[src/sv/lzrle_pkg.sv]
// Shared types and constants for the LZ/RLE decompressor core.
// Token codes, result limits and the control structs between sequencer and packer.
// No dependencies.
package lzrle_pkg;

   // Token opening bytes.
   localparam logic [7:0] TOK_COPY = 8'hFF;
   localparam logic [7:0] TOK_RUN  = 8'hFE;
   localparam logic [7:0] TOK_ESC  = 8'hFD;

   // Stream header length and the widest token in bytes.
   localparam int HDR_BYTES = 4;
   localparam int TOK_BYTES = 4;

   // Most result words sent for one compressed word.
   localparam int MAX_RESULTS = 32;
   localparam int RES_W       = $clog2(MAX_RESULTS);

   // Requests from the sequencer to the output packer.
   typedef struct packed {
      logic       emit;
      logic [7:0] data;
      logic       flush;
      logic       stream_last;
   } pack_ctl_type;

   // Status from the output packer back to the sequencer.
   typedef struct packed {
      logic byte_ok;
      logic flush_ok;
   } pack_sts_type;

   // Number of bytes that a token opened by this byte occupies.
   function automatic logic [2:0] token_need(input logic [7:0] t);
      logic [2:0] need;
      case (t)
         TOK_COPY: need = 3'd4;
         TOK_RUN:  need = 3'd3;
         TOK_ESC:  need = 3'd2;
         default:  need = 3'd1;
      endcase
      return need;
   endfunction

endpackage

[src/sv/lzrle_out_pack.sv]
// Output packer: gathers decoded bytes into words of up to OUT_LANES bytes and
// holds the result register toward the rsp_ channel.
// Depends on lzrle_pkg.
module lzrle_out_pack #(
   parameter int OUT_LANES = 8
) (
   input  logic                    clock,
   input  logic                    reset,
   input  lzrle_pkg::pack_ctl_type ctl,
   output lzrle_pkg::pack_sts_type sts,
   output logic                    rsp_valid,
   input  logic                    rsp_ready,
   output logic [63:0]             rsp_out_bytes,
   output logic [3:0]              rsp_byte_count,
   output logic                    rsp_token_last,
   output logic                    rsp_stream_end
);

   localparam logic [3:0] FULL_CNT = 4'(OUT_LANES);
   localparam logic [lzrle_pkg::RES_W-1:0] LAST_RES =
      lzrle_pkg::RES_W'(lzrle_pkg::MAX_RESULTS - 1);

   logic [63:0]                  pack_ff, pack_in;
   logic [3:0]                   pack_cnt_ff, pack_cnt_in;
   logic [lzrle_pkg::RES_W-1:0]  res_cnt_ff, res_cnt_in;
   logic                         muted_ff, muted_in;
   logic                         out_vld_ff, out_vld_in;
   logic [63:0]                  out_bytes_ff;
   logic [3:0]                   out_cnt_ff;
   logic                         out_last_ff, out_end_ff;
   logic                         push_ok, pack_full, flush_need, do_emit, do_flush;
   logic                         push, push_last, push_end;

   // Handshake toward the sequencer.
   assign push_ok      = !out_vld_ff || rsp_ready;
   assign pack_full    = (pack_cnt_ff == FULL_CNT);
   assign flush_need   = !muted_ff && ((pack_cnt_ff != 4'd0) || ctl.stream_last);
   assign sts.byte_ok  = muted_ff || !pack_full || push_ok;
   assign sts.flush_ok = !flush_need || push_ok;
   assign do_emit      = ctl.emit && sts.byte_ok;
   assign do_flush     = ctl.flush && sts.flush_ok;

   // Packing: a full word leaves only when another byte arrives or the step ends,
   // so the word knows whether it is the last one of its step.
   always_comb begin
      pack_in     = pack_ff;
      pack_cnt_in = pack_cnt_ff;
      res_cnt_in  = res_cnt_ff;
      muted_in    = muted_ff;
      push        = 1'b0;
      push_last   = 1'b0;
      push_end    = 1'b0;
      if (do_flush) begin
         push        = flush_need;
         push_last   = 1'b1;
         push_end    = ctl.stream_last;
         pack_in     = '0;
         pack_cnt_in = 4'd0;
         res_cnt_in  = '0;
         muted_in    = 1'b0;
      end else if (do_emit && !muted_ff) begin
         if (pack_full) begin
            push       = 1'b1;
            push_last  = (res_cnt_ff == LAST_RES);
            push_end   = push_last && ctl.stream_last;
            res_cnt_in = res_cnt_ff + lzrle_pkg::RES_W'(1);
            if (push_last) begin
               // Result limit reached: later bytes of this step go to history only.
               muted_in    = 1'b1;
               pack_in     = '0;
               pack_cnt_in = 4'd0;
            end else begin
               pack_in     = {56'd0, ctl.data};
               pack_cnt_in = 4'd1;
            end
         end else begin
            pack_in[{pack_cnt_ff[2:0], 3'b000} +: 8] = ctl.data;
            pack_cnt_in = pack_cnt_ff + 4'd1;
         end
      end
   end

   // Result register valid flag.
   always_comb begin
      out_vld_in = out_vld_ff;
      if (push) begin
         out_vld_in = 1'b1;
      end else if (rsp_ready) begin
         out_vld_in = 1'b0;
      end
   end

   always_ff @(posedge clock) begin
      if (reset) begin
         pack_ff     <= '0;
         pack_cnt_ff <= 4'd0;
         res_cnt_ff  <= '0;
         muted_ff    <= 1'b0;
         out_vld_ff  <= 1'b0;
      end else begin
         pack_ff     <= pack_in;
         pack_cnt_ff <= pack_cnt_in;
         res_cnt_ff  <= res_cnt_in;
         muted_ff    <= muted_in;
         out_vld_ff  <= out_vld_in;
      end
   end

   // Result word payload.
   always_ff @(posedge clock) begin
      if (push) begin
         out_bytes_ff <= pack_ff;
         out_cnt_ff   <= pack_cnt_ff;
         out_last_ff  <= push_last;
         out_end_ff   <= push_end;
      end
   end

   assign rsp_valid      = out_vld_ff;
   assign rsp_out_bytes  = out_bytes_ff;
   assign rsp_byte_count = out_cnt_ff;
   assign rsp_token_last = out_last_ff;
   assign rsp_stream_end = out_end_ff;

endmodule

[config.mk]
export PLATFORM = sky130hd
export DESIGN_NAME = lzrle_out_pack
export DESIGN_NICKNAME = d
export VERILOG_FILES = /design/src/sv/lzrle_pkg.sv /design/src/sv/lzrle_out_pack.sv
export SDC_FILE = /design/constraint.sdc
export NUM_CORES = 1
export LEC_CHECK = 0
export ABC_AREA = 1
export BUFFER_PORTS_ARGS = -buffer_cell sky130_fd_sc_hd__buf_4
export CAP_MARGIN = 5
export CORE_UTILIZATION = 40
export CTS_BUF_LIST = sky130_fd_sc_hd__clkbuf_2
export CTS_CLUSTER_DIAMETER = 200
export DETAILED_ROUTE_END_ITERATION = 8
export PLACE_DENSITY_LB_ADDON = 0.12
export SYNTH_ARGS = -nofsm -noshare
export SYNTH_HDL_FRONTEND = slang
export SYNTH_SLANG_ARGS = --single-unit
export TNS_END_PERCENT = 5
[constraint.sdc]
create_clock -name clock -period 3.1 [get_ports clock]
set_input_delay 0.62 -clock clock [delete_from_list [all_inputs] [get_ports clock]]
set_output_delay 0.62 -clock clock [all_outputs]
set_load 0.01 [all_outputs]
After elaboration in Yosys (flattened, before gate mapping)
Cells that the tools add are included.
- add/subtract/negate cells: 3
- equal/unequal tests: 2
- muxes and demuxes: 15
- shift operators: 2
- reduce and logical (&&, ||, !) cells: 19
- operator list (operator ; count):
    $bwmux W64 ; 1
    $mux W64 ; 1
    $shift A8 B8 Y64 const A ; 1
    $shiftx A8 B8 Y64 ; 1
    $mux W1 ; 11
    $mux W8 ; 1
    $neg A6 Y8 ; 1
    $add A5 B1 Y5 const B ; 1
    $eq A5 B5 Y1 const B ; 1
    $logic_and A1 B1 Y1 ; 5
    $logic_or A1 B1 Y1 ; 5
    $add A4 B1 Y4 const B ; 1
    $eq A4 B4 Y1 const B ; 1
    $logic_not A1 Y1 ; 4
    $mux W4 ; 1
    $reduce_bool A4 Y1 ; 1
    $reduce_and A3 Y1 ; 1
    $reduce_and A2 Y1 ; 1
    $reduce_bool A2 Y1 ; 1
    $reduce_or A2 Y1 ; 1
- output and inout bits: 73
- flip-flop bits (word level): 145
- logic and storage cells: 50
- bits of input ports: 14

Depth between registers and ports, before layout
- depth in word-level cells: 9
- mapped depth: 12
- depth with buffers taken out: 11

Least setup slack after synthesis
OpenSTA, ideal clock, no wires.
- kind: reg2reg
- from: register pack_cnt_ff[0]
- to: register out_cnt_ff[0] (netlist: rsp_byte_count[0]), enable pin
- buffers on the path: 0
- cell stages (with the launch flop): 9
- setup time: 430 ps
- data required time: 2670 ps
- setup slack: -188 ps
- clock period less this slack: 3288 ps
- arrival time: 2858 ps
- cells stage by stage: dfxtp_1 inv_2 ha_1 nand2_1 nor2_4 nand3_1 inv_1 nand2_1 nand2_1
- word-level cells in the longest chain between the ends: 8
- elaborated cells between the ends (all ways): 15
- those cells by class: 1 x eq/ne; 3 x mux; 11 x reduce/logical
- RTL lines (element ; RTL line ; RTL):
    from (decl) ; lzrle_out_pack.sv:24 ; logic [3:0] pack_cnt_ff, pack_cnt_in;
    from (signal assigned) ; lzrle_out_pack.sv:102 ; pack_cnt_ff <= pack_cnt_in;
    $eq A4 B4 Y1 ; lzrle_out_pack.sv:36 ; assign pack_full = (pack_cnt_ff == FULL_CNT);
    $logic_not A1 Y1 ; lzrle_out_pack.sv:38 ; assign sts.byte_ok = muted_ff || !pack_full || push_ok;
    $logic_or A1 B1 Y1 (2 in series) ; lzrle_out_pack.sv:38 ;
    $logic_and A1 B1 Y1 ; lzrle_out_pack.sv:40 ; assign do_emit = ctl.emit && sts.byte_ok;
    $logic_and A1 B1 Y1 ; lzrle_out_pack.sv:61 ; end else if (do_emit && !muted_ff) begin
    $mux W1 ; lzrle_out_pack.sv:61 ;
    $mux W1 * ; lzrle_out_pack.sv:53 ; if (do_flush) begin
    to (signal assigned) ; lzrle_out_pack.sv:113 ; out_cnt_ff <= pack_cnt_ff;
    to (decl) ; lzrle_out_pack.sv:29 ; logic [3:0] out_cnt_ff;
Every way passes the cells marked *; elsewhere a longest branch is shown, timed or not.
A chain may end at the register's enable or synchronous reset.

==> impl_metrics.yaml <==
run_status:
  status: "finished clean"
pwr:
  power_density_nw_per_um2: 547.2
  vdd_ir_drop_max_v: 0.0001731
  p_leak_nw: 2.609
global_route:
  grt_pass1_wl_um: 18280
  overflow: 0
  grt_pass1_vias: 3592
  grt_max_degree: 56
  track_usage: 0.1680
  antenna_found_initial: 0
worst_setup_path:
  cp.required_ns: 2.48
  cp_max_fo: 13
  cp_data_arrival_time_ns: 2.21
  rrSetupSlack_ns: 0.50
  rr_worst_depth: 9
  crit_path_end_kind: "output pin"
  crit_end: "sts[1]"
  start_kind: "flip-flop"
  crit_start: "pack_cnt_ff[0]$_SDFFE_PP0P_"
  timing.rr.end: "rsp_out_bytes[15]$_DFFE_PP_"
  criticalPathCategory: "reg -> out"
  worstReg2RegStart: "pack_cnt_ff[0]$_SDFFE_PP0P_"
synthesis:
  synth_area_per_cell_sq_um: 10.39
  ys_seq_elements: 145
  ys_seq_area_frac: 0.6390
  syn_inst: 543
  synth_area_sq_um: 5639
  synth_cell_types: 28
  synth_top_flop_cell: "dfxtp_1"
  synth_nets: 563
  ys_async_sr_fraction: 0
  synth_top_area_frac: 0.3728
  yosys.area.top_type: "edfxtp_1"
  ys_warn_count: 0
  synth_enable_flop_cells: 70
  synth_area_leaders: "edfxtp_1, dfxtp_1, nand2_1, a21oi_1, nand3_1"
floorplan:
  pin_count: 87
  coreArea_sq_um: 13830
  initial_core_util: 0.4078
  die_h_um: 120.7
  chipWidth_um: 120.7
  rows: 43
  dieArea_sq_um: 14580
cells_and_area:
  antenna_cells: 0
  layout_common_cells: "nand2_1, buf_4, dfxtp_1"
  syn2layout_area_growth_pct: 19.08
  stdcell_area_sq_um: 6715
  fin_nets: 656
  final_common_cell: "nand2_1"
  final_layout_size_suffix_gt1_frac: 0.2835
clock_network:
  cts_tree: "built"
  numCtsBuffers: 17
  hold_buffers: 0
  cts_num_sinks: 145
  clk_path_buf_depth: 2
  cts.clk_slew.worst_paths_ns: 0.20
  cts_max_level: 4
  ctsResizeCount: 0
  clk-insertion-delay-late_ns: 0.72
  postCtsSetupBuffers: 0
  root_buffer: "clkbuf_2"
placed_design:
  placed_area_sq_um: 6401
  io_buffers: 86
  routabilityCongestion: 0.8097
  dp_hpwl_um: 7480
flow_run:
  max_cap_violations: 0
timing:
  tns_ns: 0
  rsz0062_at_grt: "no"
  max_slew_margin: 0.4612
  fin_skew_ns: 0.02968
  worst_pin_slew_ns: 0.8053
  setup_viol: 0
  fmax_ghz: 0.3529
  hold_violations: 0
  maxSlewViolCount: 0
  period_minus_slack_ns: 2.833
  fin_crit_sh: 0.9140
min_path:
  worstHoldStart: "reset"
  hold_path_class: "in -> reg"
drt:
  drc: 0
  drt-pass1-iter-count: 4
  drtIter0Drc: 205
  wl_per_cell_um: 13.53
  ant_nets: 0
  routed-via-count: 3819
  totalWireLength_um: 11210
  vias_per_cell: 4.607
## registers in the layout, summed over array words and instances (netlist names)
name and cells:
muted_ff 1, rsp_stream_end 1, rsp_out_bytes 64, pack_ff 64, rsp_valid 1, rsp_token_last 1
rsp_byte_count 4, res_cnt_ff 5, pack_cnt_ff 4
## final cells by class
class	instances	area, sq um
clock buffers	20	100.1
flip-flops and latches	145	3603
fillers	1330	7112
inverters	37	141.4
repair buffers	89	668.1
multi-input cells	346	1763
clock inverters	12	214.0
well taps	180	225.2
## stage by stage
step                      total power, mW  hold WS (ns)  std cells  utilization  worst slack (ns)
after global routing                3.821       0.05802        829       0.4857           0.08701
after floorplan                     2.265        0.4082        543            -            0.4914
after detailed placement            2.374        0.4164        797       0.4629            0.5217
after global placement              2.372        0.4129        797       0.4629            0.6282
final                               3.675        0.1144        829       0.4857            0.2667
after CTS                           3.713       0.06697        829       0.4857            0.1982
## where the power goes
part | total (mW) | internal (mW) | leakage (nW) | switching, mW
Combinational | 0.252 | 0.0906 | 1.14 | 0.161
Clock | 1.35 | 0.695 | 0.183 | 0.651
Sequential | 2.08 | 2.06 | 1.29 | 0.0175
Total | 3.67 | 2.84 | 2.61 | 0.830
## worst max-delay path: stages (launching register included)
cell	delay (ns)
dfxtp_1	0.42
inv_2	0.15
ha_1	0.25
nand2_1	0.11
nor2_4	0.29
nand2_4	0.12
buf_4	0.16
## routing by layer
metal  global-route usage  wire length, um
met4              0.08873              197
met5                    0                0
met2               0.2536             5213
met3              0.04292              507
met1               0.2216             5294
## logic make-up after synthesis
logic type / Yosys count / synth area share
simple gates: 278 / 0.2308
flops: 145 / 0.6390
compound gates: 60 / 0.06457
buf+inv: 52 / 0.04926
xor+xnor: 2 / 0.003107
fa+ha+maj: 6 / 0.01331
## cells in the mapped netlist, types with 2 or more instances
cell and instances:
nor2_4 2, ha_1 6, inv_2 4, nand3_1 38, a21oi_2 15, edfxtp_1 70, nor3_1 10, nand2_8 5
nand2_2 22, inv_1 32, nor2_1 49, dfxtp_1 75, nand2_4 2, buf_2 2, a21oi_1 42, o21ai_2 2
nand2_1 139, nor2_2 8, xor2_1 2, buf_6 5, buf_4 6
## worst min path at each step
stage,to,slack (ns),cells after the start
finish,rsp_valid$_SDFFE_PP0P_,0.11,4
global route,rsp_valid$_SDFFE_PP0P_,0.06,4
CTS,rsp_valid$_SDFFE_PP0P_,0.07,4
detailed placement,rsp_out_bytes[2]$_DFFE_PP_,0.42,0
global placement,rsp_out_bytes[29]$_DFFE_PP_,0.41,0
floorplan,rsp_out_bytes[24]$_DFFE_PP_,0.41,0
Power figures use the tool's default switching activity.
